File: src/hw/rtl/websocket_masked_frame_encoder_unit_defines.svh
// assertion macros for the websocket masked frame encoder
// no dependencies; the assertion bodies are left empty when SYNTHESIS is defined
`ifndef WEBSOCKET_MASKED_FRAME_ENCODER_UNIT_DEFINES_SVH
`define WEBSOCKET_MASKED_FRAME_ENCODER_UNIT_DEFINES_SVH
`ifndef SYNTHESIS
// same-cycle implication, disabled during reset
`define WSFE_ASSERT_IMPLIES(label, clk, rst_n, ante, cons) \
	label: assert property (@(posedge clk) disable iff (!rst_n) (ante) |-> (cons)) \
		else $error("wsfe same-cycle check failed");
// next-cycle implication, disabled during reset
`define WSFE_ASSERT_NEXT(label, clk, rst_n, ante, cons) \
	label: assert property (@(posedge clk) disable iff (!rst_n) (ante) |=> (cons)) \
		else $error("wsfe next-cycle check failed");
`else
`define WSFE_ASSERT_IMPLIES(label, clk, rst_n, ante, cons)
`define WSFE_ASSERT_NEXT(label, clk, rst_n, ante, cons)
`endif
`endif

File: src/hw/rtl/wsfe_pkg.sv
// shared types and constants of the websocket masked frame encoder
// no dependencies; used by the controller, the datapath and the top level
`timescale 1ns / 1ps
`default_nettype none

package wsfe_pkg;

	// frame opcodes with special handling
	localparam logic [3:0] OPC_CONT  = 4'd0;
	localparam logic [3:0] OPC_CLOSE = 4'd8;
	localparam logic [3:0] OPC_PING  = 4'd9;
	localparam logic [3:0] OPC_PONG  = 4'd10;

	// item kinds
	localparam logic OP_START = 1'b0;
	localparam logic OP_BYTE  = 1'b1;

	// result error codes
	localparam logic [1:0] ERR_NONE     = 2'd0;
	localparam logic [1:0] ERR_OPCODE   = 2'd1;
	localparam logic [1:0] ERR_NO_FRAME = 2'd2;

	// length encoding
	localparam logic [31:0] LEN_SHORT_MAX = 32'd125;
	localparam logic [31:0] LEN_MID_MAX   = 32'h0000_ffff;
	localparam logic [6:0]  LEN_MID_CODE  = 7'd126;
	localparam logic [6:0]  LEN_LONG_CODE = 7'd127;
	localparam logic [7:0]  HIGH_BIT      = 8'h80;
	localparam logic [15:0] STATUS_NORMAL = 16'h03e8;

	// header layout: first key byte position for each length form
	localparam logic [3:0] KEY_START_SHORT = 4'd2;
	localparam logic [3:0] KEY_START_MID   = 4'd4;
	localparam logic [3:0] KEY_START_LONG  = 4'd10;

	typedef enum logic [1:0] {
		FORM_SHORT,
		FORM_MID,
		FORM_LONG
	} form_t;

	typedef enum logic {
		ST_IDLE,
		ST_HEADER
	} state_t;

	// controller to datapath
	typedef struct packed {
		logic take_item;
		logic emit_hdr;
	} cmd_t;

	// datapath to controller
	typedef struct packed {
		logic out_free;
		logic item_is_hdr;
		logic hdr_final;
	} sts_t;

endpackage

`default_nettype wire

File: src/hw/rtl/wsfe_ctrl.sv
// controller of the websocket masked frame encoder: idle / header sequencing
// depends on wsfe_pkg for the state type and the command and status structs
`timescale 1ns / 1ps
`default_nettype none

module wsfe_ctrl (
	input  wire            clk,
	input  wire            arst_n,
	input  wire            in_valid,
	output logic           in_stall,
	input  wsfe_pkg::sts_t sts,
	output wsfe_pkg::cmd_t cmd
);
	import wsfe_pkg::*;

	state_t state_q;
	state_t state_nxt;
	logic   accept;

	// input beat is taken only when idle and the output register can be loaded
	assign in_stall = !((state_q == ST_IDLE) && sts.out_free);
	assign accept   = in_valid && !in_stall;

	// next state
	always_comb begin
		state_nxt = state_q;
		unique case (state_q)
			ST_IDLE: begin
				if (accept && sts.item_is_hdr) begin
					state_nxt = ST_HEADER;
				end
			end
			ST_HEADER: begin
				if (sts.out_free && sts.hdr_final) begin
					state_nxt = ST_IDLE;
				end
			end
			default: state_nxt = ST_IDLE;
		endcase
	end

	// commands
	always_comb begin
		cmd = '0;
		unique case (state_q)
			ST_IDLE:   cmd.take_item = accept;
			ST_HEADER: cmd.emit_hdr  = sts.out_free;
			default:   cmd = '0;
		endcase
	end

	// state register
	always_ff @(posedge clk or negedge arst_n) begin
		if (!arst_n) begin
			state_q <= ST_IDLE;
		end else begin
			state_q <= state_nxt;
		end
	end

endmodule

`default_nettype wire

File: src/hw/rtl/wsfe_dp.sv
// datapath of the websocket masked frame encoder: frame state, header bytes, output register
// depends on wsfe_pkg for codes, length constants and the command and status structs
`timescale 1ns / 1ps
`default_nettype none

module wsfe_dp (
	input  wire            clk,
	input  wire            arst_n,
	input  wsfe_pkg::cmd_t cmd,
	output wsfe_pkg::sts_t sts,
	input  wire            op,
	input  wire  [3:0]     frame_type,
	input  wire  [31:0]    payload_length,
	input  wire  [31:0]    mask_key,
	input  wire  [7:0]     payload_byte,
	output logic           out_valid,
	input  wire            out_stall,
	output logic [7:0]     out_byte,
	output logic           last,
	output logic [1:0]     error_code
);
	import wsfe_pkg::*;

	// byte idx of a 32-bit word, byte 0 in bits 31..24
	function automatic logic [7:0] byte_of(input logic [31:0] word, input logic [1:0] idx);
		logic [4:0] sh;
		sh = {~idx, 3'b000};
		return word[sh +: 8];
	endfunction

	// frame state
	logic        in_frame_q;
	logic [31:0] bytes_left_q;
	logic [31:0] key_store_q;
	logic [1:0]  key_index_q;

	// header sequencing
	logic [3:0]  step_q;
	logic [31:0] len_q;
	form_t       form_q;
	logic        close_q;
	logic        len_zero_q;

	// output register
	logic        out_valid_q;
	logic [7:0]  out_byte_q;
	logic        last_q;
	logic [1:0]  error_q;

	// item decode
	logic        is_reject;
	logic        is_close;
	logic        is_hdr;
	logic [31:0] len_eff;
	logic        len_eff_zero;
	form_t       form_in;

	always_comb begin
		is_reject = (frame_type == OPC_CONT) || (frame_type == OPC_PING);
		is_close  = (frame_type == OPC_CLOSE);
		is_hdr    = (op == OP_START) && !is_reject;
		if (frame_type == OPC_PONG) begin
			len_eff = '0;
		end else if (is_close) begin
			len_eff = 32'd2;
		end else begin
			len_eff = payload_length;
		end
		len_eff_zero = (len_eff == '0);
		if (len_eff <= LEN_SHORT_MAX) begin
			form_in = FORM_SHORT;
		end else if (len_eff <= LEN_MID_MAX) begin
			form_in = FORM_MID;
		end else begin
			form_in = FORM_LONG;
		end
	end

	// result of a single-beat item or the first header byte
	logic [7:0] first_byte;
	logic       first_last;
	logic [1:0] first_err;
	logic       bytes_last;

	assign bytes_last = (bytes_left_q == 32'd1);

	always_comb begin
		first_byte = '0;
		first_last = 1'b1;
		first_err  = ERR_NONE;
		if (op == OP_BYTE) begin
			if (in_frame_q) begin
				first_byte = payload_byte ^ byte_of(key_store_q, key_index_q);
				first_last = bytes_last;
			end else begin
				first_err = ERR_NO_FRAME;
			end
		end else if (is_reject) begin
			first_err = ERR_OPCODE;
		end else begin
			first_byte = HIGH_BIT | {4'b0000, frame_type};
			first_last = 1'b0;
		end
	end

	// header byte at step_q
	logic [3:0] key_start;
	logic [3:0] key_ofs;
	logic [3:0] key_end;
	logic [1:0] len_sel;
	logic [7:0] hdr_byte;
	logic       hdr_last;
	logic       hdr_final;

	always_comb begin
		case (form_q)
			FORM_MID:  key_start = KEY_START_MID;
			FORM_LONG: key_start = KEY_START_LONG;
			default:   key_start = KEY_START_SHORT;
		endcase
		key_ofs = step_q - key_start;
		key_end = key_start + 4'd3;
		len_sel = step_q[1:0] - 2'd2;
		hdr_byte = '0;
		if (step_q > key_end) begin
			// close status code after the key
			if (key_ofs[0]) begin
				hdr_byte = STATUS_NORMAL[7:0] ^ byte_of(key_store_q, 2'd1);
			end else begin
				hdr_byte = STATUS_NORMAL[15:8] ^ byte_of(key_store_q, 2'd0);
			end
		end else if (step_q >= key_start) begin
			hdr_byte = byte_of(key_store_q, key_ofs[1:0]);
		end else begin
			case (form_q)
				FORM_MID: begin
					if (step_q == 4'd1) begin
						hdr_byte = HIGH_BIT | {1'b0, LEN_MID_CODE};
					end else if (step_q == 4'd2) begin
						hdr_byte = len_q[15:8];
					end else begin
						hdr_byte = len_q[7:0];
					end
				end
				FORM_LONG: begin
					if (step_q == 4'd1) begin
						hdr_byte = HIGH_BIT | {1'b0, LEN_LONG_CODE};
					end else if (step_q >= 4'd6) begin
						hdr_byte = byte_of(len_q, len_sel);
					end else begin
						hdr_byte = '0;
					end
				end
				default: hdr_byte = HIGH_BIT | {1'b0, len_q[6:0]};
			endcase
		end
		if (close_q) begin
			hdr_final = (step_q == key_end + 4'd2);
			hdr_last  = hdr_final;
		end else begin
			hdr_final = (step_q == key_end);
			hdr_last  = hdr_final && len_zero_q;
		end
	end

	// status
	assign sts.out_free    = !out_valid_q || !out_stall;
	assign sts.item_is_hdr = is_hdr;
	assign sts.hdr_final   = hdr_final;

	// frame state update on item beats
	always_ff @(posedge clk or negedge arst_n) begin
		if (!arst_n) begin
			in_frame_q   <= 1'b0;
			bytes_left_q <= '0;
			key_store_q  <= '0;
			key_index_q  <= '0;
		end else if (cmd.take_item) begin
			if (op == OP_BYTE) begin
				if (in_frame_q) begin
					key_index_q  <= key_index_q + 2'd1;
					bytes_left_q <= bytes_left_q - 32'd1;
					if (bytes_last) begin
						in_frame_q <= 1'b0;
					end
				end
			end else if (is_reject) begin
				in_frame_q <= 1'b0;
			end else begin
				key_store_q <= mask_key;
				key_index_q <= '0;
				if (is_close || len_eff_zero) begin
					in_frame_q   <= 1'b0;
					bytes_left_q <= '0;
				end else begin
					in_frame_q   <= 1'b1;
					bytes_left_q <= len_eff;
				end
			end
		end
	end

	// header step counter
	always_ff @(posedge clk or negedge arst_n) begin
		if (!arst_n) begin
			step_q <= '0;
		end else if (cmd.take_item) begin
			step_q <= 4'd1;
		end else if (cmd.emit_hdr) begin
			step_q <= step_q + 4'd1;
		end
	end

	// header fields latched at frame start
	always_ff @(posedge clk) begin
		if (cmd.take_item && is_hdr) begin
			len_q      <= len_eff;
			form_q     <= form_in;
			close_q    <= is_close;
			len_zero_q <= len_eff_zero;
		end
	end

	// output register valid
	always_ff @(posedge clk or negedge arst_n) begin
		if (!arst_n) begin
			out_valid_q <= 1'b0;
		end else if (cmd.take_item || cmd.emit_hdr) begin
			out_valid_q <= 1'b1;
		end else if (!out_stall) begin
			out_valid_q <= 1'b0;
		end
	end

	// output register payload
	always_ff @(posedge clk) begin
		if (cmd.take_item) begin
			out_byte_q <= first_byte;
			last_q     <= first_last;
			error_q    <= first_err;
		end else if (cmd.emit_hdr) begin
			out_byte_q <= hdr_byte;
			last_q     <= hdr_last;
			error_q    <= ERR_NONE;
		end
	end

	assign out_valid  = out_valid_q;
	assign out_byte   = out_byte_q;
	assign last       = last_q;
	assign error_code = error_q;

endmodule

`default_nettype wire

File: src/hw/rtl/websocket_masked_frame_encoder_unit.sv
// Masked websocket client frame encoder. A start beat (op 0) opens a frame and the
// block streams its header one byte per cycle unless stalled: FIN plus opcode, the
// length in 7, 16 or 64 bit form with the mask bit set, then the four key bytes;
// a close frame adds the masked status 1000. Each payload beat (op 1) gives one
// masked byte. Payload and error beats are taken one per cycle unless stalled; a
// start beat holds off input until its 6, 8, 8 or 14 header bytes (short length,
// close, 16-bit or 64-bit length header) have left the single output register. Output
// stall holds off input while that register is full. No clearing pass after reset.
// depends on wsfe_pkg, wsfe_ctrl, wsfe_dp and the assertion macro header
`timescale 1ns / 1ps
`default_nettype none
`include "websocket_masked_frame_encoder_unit_defines.svh"

module websocket_masked_frame_encoder_unit (
	input  wire         clk,
	input  wire         arst_n,
	input  wire         in_valid,
	output logic        in_stall,
	input  wire         op,
	input  wire  [3:0]  frame_type,
	input  wire  [31:0] payload_length,
	input  wire  [31:0] mask_key,
	input  wire  [7:0]  payload_byte,
	output logic        out_valid,
	input  wire         out_stall,
	output logic [7:0]  out_byte,
	output logic        last,
	output logic [1:0]  error_code
);
	import wsfe_pkg::*;

	cmd_t cmd;
	sts_t sts;

	// sequencing
	wsfe_ctrl u_ctrl (
		.clk      (clk),
		.arst_n   (arst_n),
		.in_valid (in_valid),
		.in_stall (in_stall),
		.sts      (sts),
		.cmd      (cmd)
	);

	// frame state and byte generation
	wsfe_dp u_dp (
		.clk            (clk),
		.arst_n         (arst_n),
		.cmd            (cmd),
		.sts            (sts),
		.op             (op),
		.frame_type     (frame_type),
		.payload_length (payload_length),
		.mask_key       (mask_key),
		.payload_byte   (payload_byte),
		.out_valid      (out_valid),
		.out_stall      (out_stall),
		.out_byte       (out_byte),
		.last           (last),
		.error_code     (error_code)
	);

	// checks
	`WSFE_ASSERT_IMPLIES(a_err_is_last, clk, arst_n, out_valid && (error_code != ERR_NONE), last)
	`WSFE_ASSERT_IMPLIES(a_full_blocks_input, clk, arst_n, out_valid && out_stall, in_stall)
	`WSFE_ASSERT_NEXT(a_header_blocks_input, clk, arst_n, in_valid && !in_stall && (op == OP_START) && (frame_type != OPC_CONT) && (frame_type != OPC_PING), in_stall && out_valid)

endmodule

`default_nettype wire
File: config.mk
export PLATFORM = sky130hd
export DESIGN_NAME = websocket_masked_frame_encoder_unit
export DESIGN_NICKNAME = d
export VERILOG_FILES = /design/src/hw/rtl/wsfe_pkg.sv /design/src/hw/rtl/wsfe_ctrl.sv /design/src/hw/rtl/wsfe_dp.sv /design/src/hw/rtl/websocket_masked_frame_encoder_unit.sv
export VERILOG_INCLUDE_DIRS = /design/src /design/src/hw/rtl
export SDC_FILE = /design/constraint.sdc
export NUM_CORES = 1
export LEC_CHECK = 0
export ABC_CLOCK_PERIOD_IN_PS = 3500
export BUFFER_PORTS_ARGS = -buffer_cell sky130_fd_sc_hd__buf_2
export CORE_MARGIN = 1
export CORE_UTILIZATION = 50
export DETAILED_ROUTE_END_ITERATION = 8
export PLACE_DENSITY = 0.7
export SETUP_SLACK_MARGIN = 0.5
export SYNTH_ARGS = -nofsm -noshare
export SYNTH_HDL_FRONTEND = slang
export SYNTH_SLANG_ARGS = --single-unit
File: constraint.sdc
create_clock -name clk -period 3.5 [get_ports clk]
set_clock_uncertainty 0.2 [all_clocks]
set_input_delay 0.175 -clock clk [delete_from_list [all_inputs] [get_ports clk]]
set_output_delay 0.175 -clock clk [all_outputs]
set_load 0.01 [all_outputs]
* Yosys cells after proc, flatten, opt, wreduce, memory -nomap -nowiden
Index checks and enable logic that the tools add are counted.
** Operators by class
- $add $sub $neg :: 7
- Magnitude comparators :: 5
- Equality and inequality tests :: 13
- Shift-type cells :: 3
- Muxes and demuxes :: 50
- Bitwise logic cells :: 9
- Reductions and logical operators :: 20
** Operator list (number)
- 2-to-1 mux 32 bit :: 6
- 2-to-1 mux 8 bit :: 12
- variable part select 32 x 6 -> 8 bit :: 3
- == test 32 x 1 -> 1 bit, second input constant :: 1
- <= comparator 32 x 16 -> 1 bit, second input constant :: 1
- <= comparator 32 x 7 -> 1 bit, second input constant :: 1
- zero test 32 bit :: 1
- subtractor 32 x 1 -> 32 bit, second input constant :: 1
- 2-to-1 mux 1 bit :: 19
- 2-to-1 mux 2 bit :: 8
- case mux 8 bit (2 select lines) :: 1
- == test 4 bit, second input constant :: 3
- adder 4 x 2 -> 4 bit, second input constant :: 2
- == test 4 bit :: 2
- 2-to-1 mux 4 bit :: 2
- NOT 2 bit :: 4
- case mux 4 bit (2 select lines) :: 1
- XOR 8 bit :: 1
- logical AND 1 bit :: 7
- AND reduction 3 bit :: 2
- adder 4 x 1 -> 4 bit, second input constant :: 1
- == test 4 x 1 -> 1 bit, second input constant :: 1
- == test 4 x 2 -> 1 bit, second input constant :: 1
- greater-or-equal comparator 4 x 3 -> 1 bit, second input constant :: 1
- 16 further kinds :: 25
** Word-level totals
- Flip-flop bits (word level) :: 120
- Input port bits :: 81
- Output and inout port bits :: 13

* Logic depth before layout (Yosys ltp)
Gate-level depths: netlist (run 1).
- Depth after elaboration :: 10
- Depth in mapped cells :: 13
- Mapped depth without buffers :: 9

* Modules after synthesis
A second synthesis (run 1) with hierarchy kept.
** Unflattened totals
- Cell total of the unflattened synthesis :: 718
- Area, all modules :: 7213.2 sq um
** Modules (own cells, without submodules)
- wsfe_dp :: times used 1, cells each 711, area each 7155.6 sq um
- wsfe_ctrl :: times used 1, cells each 7, area each 57.6 sq um

* Least setup slack after synthesis (run 1)
Ideal clock, no wire load.
- Path type :: register to register
- From :: reg u_dp.out_valid_q (netlist: u_dp.out_valid)
- To :: reg u_dp.close_q (enable)
- Library setup time :: 414 ps
- Arrival :: 2663 ps
- Path slack :: 223 ps
- Stages on the path, launching flop included :: 6
- Path through :: dfrtp_1 -> a21oi_1 -> o2111ai_1 -> inv_1 -> buf_2 -> buf_1
** Between the ends
- Word-level cells in the longest chain between the ends :: 6
** RTL lines
- start: declaration :: line wsfe_dp.sv:45 : logic out_valid_q;
- start signal: assignment :: line wsfe_dp.sv:227 : out_valid_q <= 1'b0;
- start signal: assignment :: line wsfe_dp.sv:229 : out_valid_q <= 1'b1;
- start signal: assignment :: line wsfe_dp.sv:231 : out_valid_q <= 1'b0;
- zero test 1 bit :: line wsfe_dp.sv:167 : assign sts.out_free = !out_valid_q || !out_stall;
- logical OR 1 bit :: line wsfe_dp.sv:167
- logical AND 1 bit :: line wsfe_ctrl.sv:21 : assign in_stall = !((state_q == ST_IDLE) && sts.out_free);
- logical AND 1 bit :: line wsfe_ctrl.sv:22 : assign accept = in_valid && !in_stall;
- 2-to-1 mux 1 bit :: line wsfe_ctrl.sv:45 : unique case (state_q)
- logical AND 1 bit :: line wsfe_dp.sv:216 : if (cmd.take_item && is_hdr) begin
- end signal: assignment :: line wsfe_dp.sv:219 : close_q <= is_close;
- end: declaration :: line wsfe_dp.sv:41 : logic close_q;
Every way passes these cells.
A chain may end at the register's enable or synchronous reset.

* Worst setup path in the final report (run 1)
- From :: in payload_length[28]
- To :: reg u_dp.bytes_left_q[0]
** Between the ends
- Word-level cells in the longest chain between the ends :: 7
** RTL lines
- start: declaration :: line websocket_masked_frame_encoder_unit.sv:21 : input wire [31:0] payload_length,
- 2-to-1 mux 32 bit :: line wsfe_dp.sv:64 : end else if (is_close) begin
- 2-to-1 mux 32 bit :: line wsfe_dp.sv:62 : if (frame_type == OPC_PONG) begin
- zero test 32 bit :: line wsfe_dp.sv:69 : len_eff_zero = (len_eff == '0);
- logical OR 1 bit :: line wsfe_dp.sv:192 : if (is_close || len_eff_zero) begin
- 2-to-1 mux 32 bit :: line wsfe_dp.sv:192
- 2-to-1 mux 32 bit :: line wsfe_dp.sv:187 : end else if (is_reject) begin
- 2-to-1 mux 32 bit :: line wsfe_dp.sv:179 : if (op == OP_BYTE) begin
- end signal: assignment :: line wsfe_dp.sv:182 : bytes_left_q <= bytes_left_q - 32'd1;
- end signal: assignment :: line wsfe_dp.sv:197 : bytes_left_q <= len_eff;
- end: declaration :: line wsfe_dp.sv:33 : logic [31:0] bytes_left_q;
Every way passes these cells. The select of a mux whose other input is x is not followed.

==> out/qor.yml, run 1 <==
dr_wl_met3_um: 1950
ys_ff_latch: 120
period_share_pct: 81.0
core.rowCount: 43
p_seq_share_pct: 37.9
finalCriticalPeriod_ns: 2.84
drt-pass1-iter-count: 6
die_height_um: 123
grt.total_usage_pct: 32.0
worst_ep_required_time_ns: 3.60
drt-vias-per-instance: 6.20
final_cells: 1101
synth_cell_types: 68
path_class: "primary input to flip-flop"
coreArea_um2: 14100
fmax_mhz: 353
grt_pass1_wl_um: 36100
ys_async_sr_fraction_pct: 60.8
cts_tree: "yes"
p_int_mw: 4.10
p_comb_share_pct: 37.5
grt_max_degree: 74
final_util_pct: 65.3
synth-main-ff-cell: "dfrtp_1"
final_layout_size_suffix_gt1_share_pct: 20.5
place_ws_ns: 0.604
clk_latency_ns: 0.42
status: "finished clean"
stdcell_area_um2: 9210
min_path_type: "primary input to flip-flop"
placed_area_um2: 7960
dp.cells: 1000
drv_cap: 0
diodes: 0
total_power_mw: 6.64
ys_seq_area_share_pct: 44.1
area_growth_pct: 25.3
leakage_nw: 3.89
cts_buffers: 17
initialDrtViolationCount: 735
wl_per_cell_um: 20.6
clockRootBuffer: "clkbuf_16"
cts_max_path_buffers: 2
relSlewSlack_pct: 35.4
setup_tns_ns: 0
antenna_found_initial: 0
place.detailed.hpwl_um: 15900
start_kind: "primary input"
htreeDepth: 4
grt_overflow: 0
clkPwrFrac_pct: 24.6
tightest_slew_ns: 0.968
gp_congestion: 0.960
vias: 6829
start_util_pct: 52.1
drc: 0
die_x_um: 123
setup_viol: 0
ios: 94
met1Wirelength_um: 9180
grt_pass1_vias: 6678
cts_sinks: 120
hold_viol_final: 0
numPortBuffers: 93
synthesis.instances: 762
antenna_left: 0
netSwitchingPower_mw: 2.54
finalNetCount: 1004
post-cts-setup-buffers: 0
peakVddDrop_mv: 0.389
rsz0062_at_grt: "false"
swShare_pct: 38.3
dr_wl_met2_um: 11000
layout_setup_ws_ns: 0.665
topRoutingLayerUsed: "met4"
yosys_warnings: 0
power_density_nw_per_um2: 720
critPathMaxFanout: 16
synth_nets: 858
arrival_ns: 2.93
clk_pin_slew_ns: 0.06
avgSynthCellArea_um2: 9.65
drt_wl_total_um: 22700
slew_violations: 0
synth_area_um2: 7350
dieArea_um2: 15200
cp-end-kind: "flip-flop"
timing.hold.ws_ns: 0.0146
synth_edf_count: 47
## state kept, by name (all words and copies together), names as in the netlist, 2 cells and up
register           flops
u_dp.key_store_q      32
u_dp.form_q            2
u_dp.bytes_left_q     32
u_dp.key_index_q       2
u_dp.len_q            32
u_dp.error_code        2
u_dp.step_q            4
u_dp.out_byte          8
## what timing repair did
item | CTS | global route
resized for setup | 0 | 2
setup endpoints to repair | 0 | 6
hold buffers | 69 | 0
hold endpoints to repair | 171 | 0
## power groups by stage
stage	clock [mW]	sequential, mW	combinational (mW)
after floorplan	0	2.29	1.85
after global placement	0	2.48	2.33
after detailed placement	0	2.51	2.40
after CTS	1.64	2.50	2.46
after global routing	1.71	2.58	2.73
final	1.63	2.51	2.49
## cell usage after synthesis (all sizes together), types with 4 or more instances
master   count  area share (%)
dfrtp       73              25
a221o       15             2.0
nor2        49             2.5
o211ai      11             1.2
clkbuf      34             1.7
nor4        15             1.9
or4          6            0.72
edfxtp      47              19
and2        36             3.1
nand4        4            0.34
inv         26             1.3
o2111ai      7            0.83
buf         13            0.87
nand4b       4            0.48
a31oi        8            0.68
o21a         7            0.72
nand2b      10            0.85
and3         7            0.60
nand2      140             7.2
or3          8            0.68
xor2         9             1.1
nand3       25             1.7
nor3        32             2.2
mux4        24             7.4
a21oi       32             2.2
mux2i       11             1.5
a31o         6            0.72
o221a        5            0.77
o21ai       25             1.7
o22ai        8            0.68
ha          15             2.6
a21o         8            0.82
## placed cells by master, fill, tap and decap left out, types with 14 or more instances in the layout
master         Yosys  routed
o21ai_0           24      24
clkbuf_16          0      19
nand2_1          140     140
nor2_1            49      49
nand3_1           25      25
dfrtp_1           73      73
inv_1             25      24
and2_1            36      36
a221o_1           15      15
nor3_1            31      31
buf_2              6      92
edfxtp_1          47      47
ha_1              15      14
dlygate4sd3_1      0      69
a21oi_1           32      32
mux4_2            24      24
## final timing paths
check	start	end	slack, ns	cells past startpoint
worst min register to register	u_dp.key_store_q[5]	u_dp.key_store_q[5]	0.32	2
min in group asynchronous	arst_n	u_dp.key_store_q[1]	0.26	2
max in group asynchronous	arst_n	u_dp.key_store_q[23]	2.24	2
worst max register to register	u_dp.step_q[1]	u_dp.out_byte[3]	0.67	8
worst min-delay path	frame_type[3]	u_dp.out_byte[3]	0.01	3
worst max-delay path	payload_length[28]	u_dp.bytes_left_q[0]	0.66	7
## cells by family after synthesis
| logic type | synth area share [%] |
|---|---|
| mux | 9.31 |
| simple gates | 23.5 |
| flops | 44.1 |
| fa+ha+maj | 2.55 |
| compound gates | 15.2 |
| xor+xnor | 1.43 |
| buf+inv | 3.93 |
## critical path, stage by stage
cell	delay (ns)
dlygate4sd3_1	0.57
buf_2	0.16
nor4_1	0.31
nand4_1	0.25
o311a_1	0.53
and2_1	0.48
a221o_1	0.45
## layout make-up
cell class	instances	area, µm²
Tap cell	180	225
Fill cell	1141	4880
Multi-Input combinational cell	569	3850
Clock inverter	12	70.1
Sequential cell	120	3240
Inverter	26	97.6
Timing Repair Buffer	174	1250
Clock buffer	20	479
## metal layers
metal | track usage (%) | vias to the layer above
met5 | 0 | -
met4 | 12.0 | 0
met3 | 7.56 | 61
met2 | 51.3 | 353
met1 | 42.1 | 3307
li1 | - | 3108
No activity file was read; power rests on OpenSTA's default activity.
==> inputs of run 2 (changes only) <==
ABC_CLOCK_PERIOD_IN_PS = 2500   (was 3500)
PLACE_DENSITY = 0.73   (was 0.7)
clock period = 2.5 ns   (was 3.5 ns; I/O delays follow)
==> out/qor.yml, run 2 (same netlist as run 1, synthesis figures left out) <==
num-fill-cells: 786  # -31%
peakVddDrop_mv: 0.799  # +110%
diodes: 0  # unchanged
timing.hold.ws_ns: 0.0404  # +0.0258 ns
cts_max_path_buffers: 2  # unchanged
grt_overflow: 0  # unchanged
cp_slowest_cell: "or4_4"
max_stage_delay_ns: 0.57  # about the same
grt_max_degree: 37  # -50%
final_layout_size_suffix_gt1_share_pct: 37.7  # +17 points
total_power_mw: 11.4  # +71%
cts_tree: "yes"
layout_setup_ws_ns: -0.0296  # -0.694 ns
drt-pass1-iter-count: 6  # unchanged
core.rowCount: 43  # unchanged
place_ws_ns: -0.0745  # -0.679 ns
cts_buffers: 17  # unchanged
gp_congestion: 0.940  # -2.0%
arrival_ns: 2.64  # -0.29 ns
final_cells: 1211  # +10%
period_share_pct: 101
clockRootBuffer: "clkbuf_16"
min_path_type: "primary input to flip-flop"
rsz0062_at_grt: "true"
grt_pass1_wl_um: 41500  # +15%
drc: 0  # unchanged
drv_cap: 0  # unchanged
timing.rr.start: "u_dp.bytes_left_q[24]"
htreeDepth: 4  # unchanged
setup_tns_ns: -0.0296  # -0.0296 ns
fmax_mhz: 395
clk_latency_ns: 0.43  # about the same
tightest_slew_ns: 0.565  # -0.403 ns
hold_viol_final: 0  # unchanged
mostFrequentLayoutCell: "nand2_1"
hold_path_end: "u_dp.out_valid"
initialDrtViolationCount: 1420  # +93%
stdcell_area_um2: 10900  # +18%
power_density_nw_per_um2: 1040  # +45%
numPortBuffers: 93  # unchanged
ios: 94  # unchanged
placed_area_um2: 8390  # +5.4%
antenna_found_initial: 1  # +1
die_height_um: 123  # unchanged
worstPathCellList: "or4_4 > buf_4 > nor2_1 > a31oi_4 > a41o_1 > a221o_1"
antenna_left: 0  # unchanged
drt_wl_total_um: 30400  # +34%
area_growth_pct: 47.9
dp.cells: 1037  # +3.7%
relSlewSlack_pct: 62.2  # +27 points
wl_per_cell_um: 25.1  # +22%
whs_path_depth: 4  # +1
vias: 8291  # +21%
clk_pin_slew_ns: 0.06  # about the same
rr_worst_depth: 6  # -2
place.detailed.hpwl_um: 16300  # +3.0%
cts_sinks: 120  # unchanged
layout_common_cells: "nand2_1 (138), buf_4 (95), buf_2 (92)"
critPathMaxFanout: 4  # -12
path_class: "flip-flop to flip-flop"
die_x_um: 123  # unchanged
coreArea_um2: 14100  # unchanged
drt-vias-per-instance: 6.85  # +10%
start_kind: "flip-flop"
final_util_pct: 77.1  # +12 points
worst_ep_required_time_ns: 2.61  # -0.99 ns
violations: "negative setup slack"
startpoint: "u_dp.bytes_left_q[24]"
cp-end-kind: "flip-flop"
grt.total_usage_pct: 37.1  # +5.2 points
finalCriticalPeriod_ns: 2.53
dieArea_um2: 15200  # unchanged
r2r_end: "u_dp.bytes_left_q[26]"
setup_viol: 1  # +1
hold_start: "out_stall"
finalNetCount: 1114  # +11%
status: "finished, violations left"
reg2reg_slack_ns: -0.03  # -0.70 ns
slew_violations: 0  # unchanged
reg_top3: "u_dp.bytes_left_q x32, u_dp.key_store_q x32, u_dp.len_q x32"
leakage_nw: 4.58  # +18%
grt_pass1_vias: 7627  # +14%
start_util_pct: 52.1  # unchanged
## run 2: changes by cell type in the layout (fill, tap and decap cells not counted), moves of 8 or more
| cell | change |
|---|---|
| buf_6 | +20 |
| dfrtp_2 | +9 |
| buf_4 | +82 |
| dfrtp_1 | -9 |
| a21oi_2 | +8 |
| a21oi_1 | -12 |
## run 2: worst max-delay path by stage
| stage | endpoint | slack (ns) | depth (start not counted) |
|---|---|---|---|
| 3_5_place_dp | u_dp.out_byte[7] | -0.07 | 9 |
| 5_1_grt | u_dp.bytes_left_q[26] | -0.09 | 6 |
| 2_1_floorplan | u_dp.out_byte[0] | -0.09 | 12 |
| 4_1_cts | u_dp.out_byte[6] | 0.18 | 10 |
| 6_report | u_dp.bytes_left_q[26] | -0.03 | 6 |
| 3_3_place_gp | u_dp.out_byte[7] | -0.005 | 9 |
## run 2: area by class of cell
class                           count  area, µm²  area share, %
Clock buffer                       18        450           4.15
Clock inverter                     14        159           1.46
Inverter                           26        110           1.01
Multi-Input combinational cell    569       4480           41.2
Sequential cell                   120       3250           29.9
Tap cell                          180        225           2.07
Timing Repair Buffer              284       2200           20.2
## run 2: power breakdown
group	internal [mW]	leakage [nW]	switching, mW	total, mW
combinational	2.46	3.00	2.83	5.29
clock	1.55	0.304	1.03	2.58
sequential	2.74	1.28	0.738	3.48
## run 2: what timing repair did
| action | in CTS | in global routing |
|---|---|---|
| setup endpoints to repair | 86 | 120 |
| buffers inserted | 39 | 27 |
| pin swaps | 35 | 30 |
| hold endpoints to repair | 178 | 0 |
| hold buffers | 76 | 0 |
| gates resized for setup | 84 | 50 |
## run 2: layer usage
| metal | wire (µm) | global-route usage, % |
|---|---|---|
| met1 | 10200 | 46.8 |
| met5 | 16 | 0 |
| met3 | 4090 | 11.3 |
| met4 | 2160 | 18.9 |
| met2 | 13900 | 57.8 |
## run 2: critical path, delay by kind of cell, from the launching register on
family / cells / cell delay (ns)
AO/OA/AOI/OAI: 3 / 0.67
AND/OR/NAND/NOR: 2 / 0.91
buffers and inverters: 1 / 0.17
flip-flops: 1 / 0.45
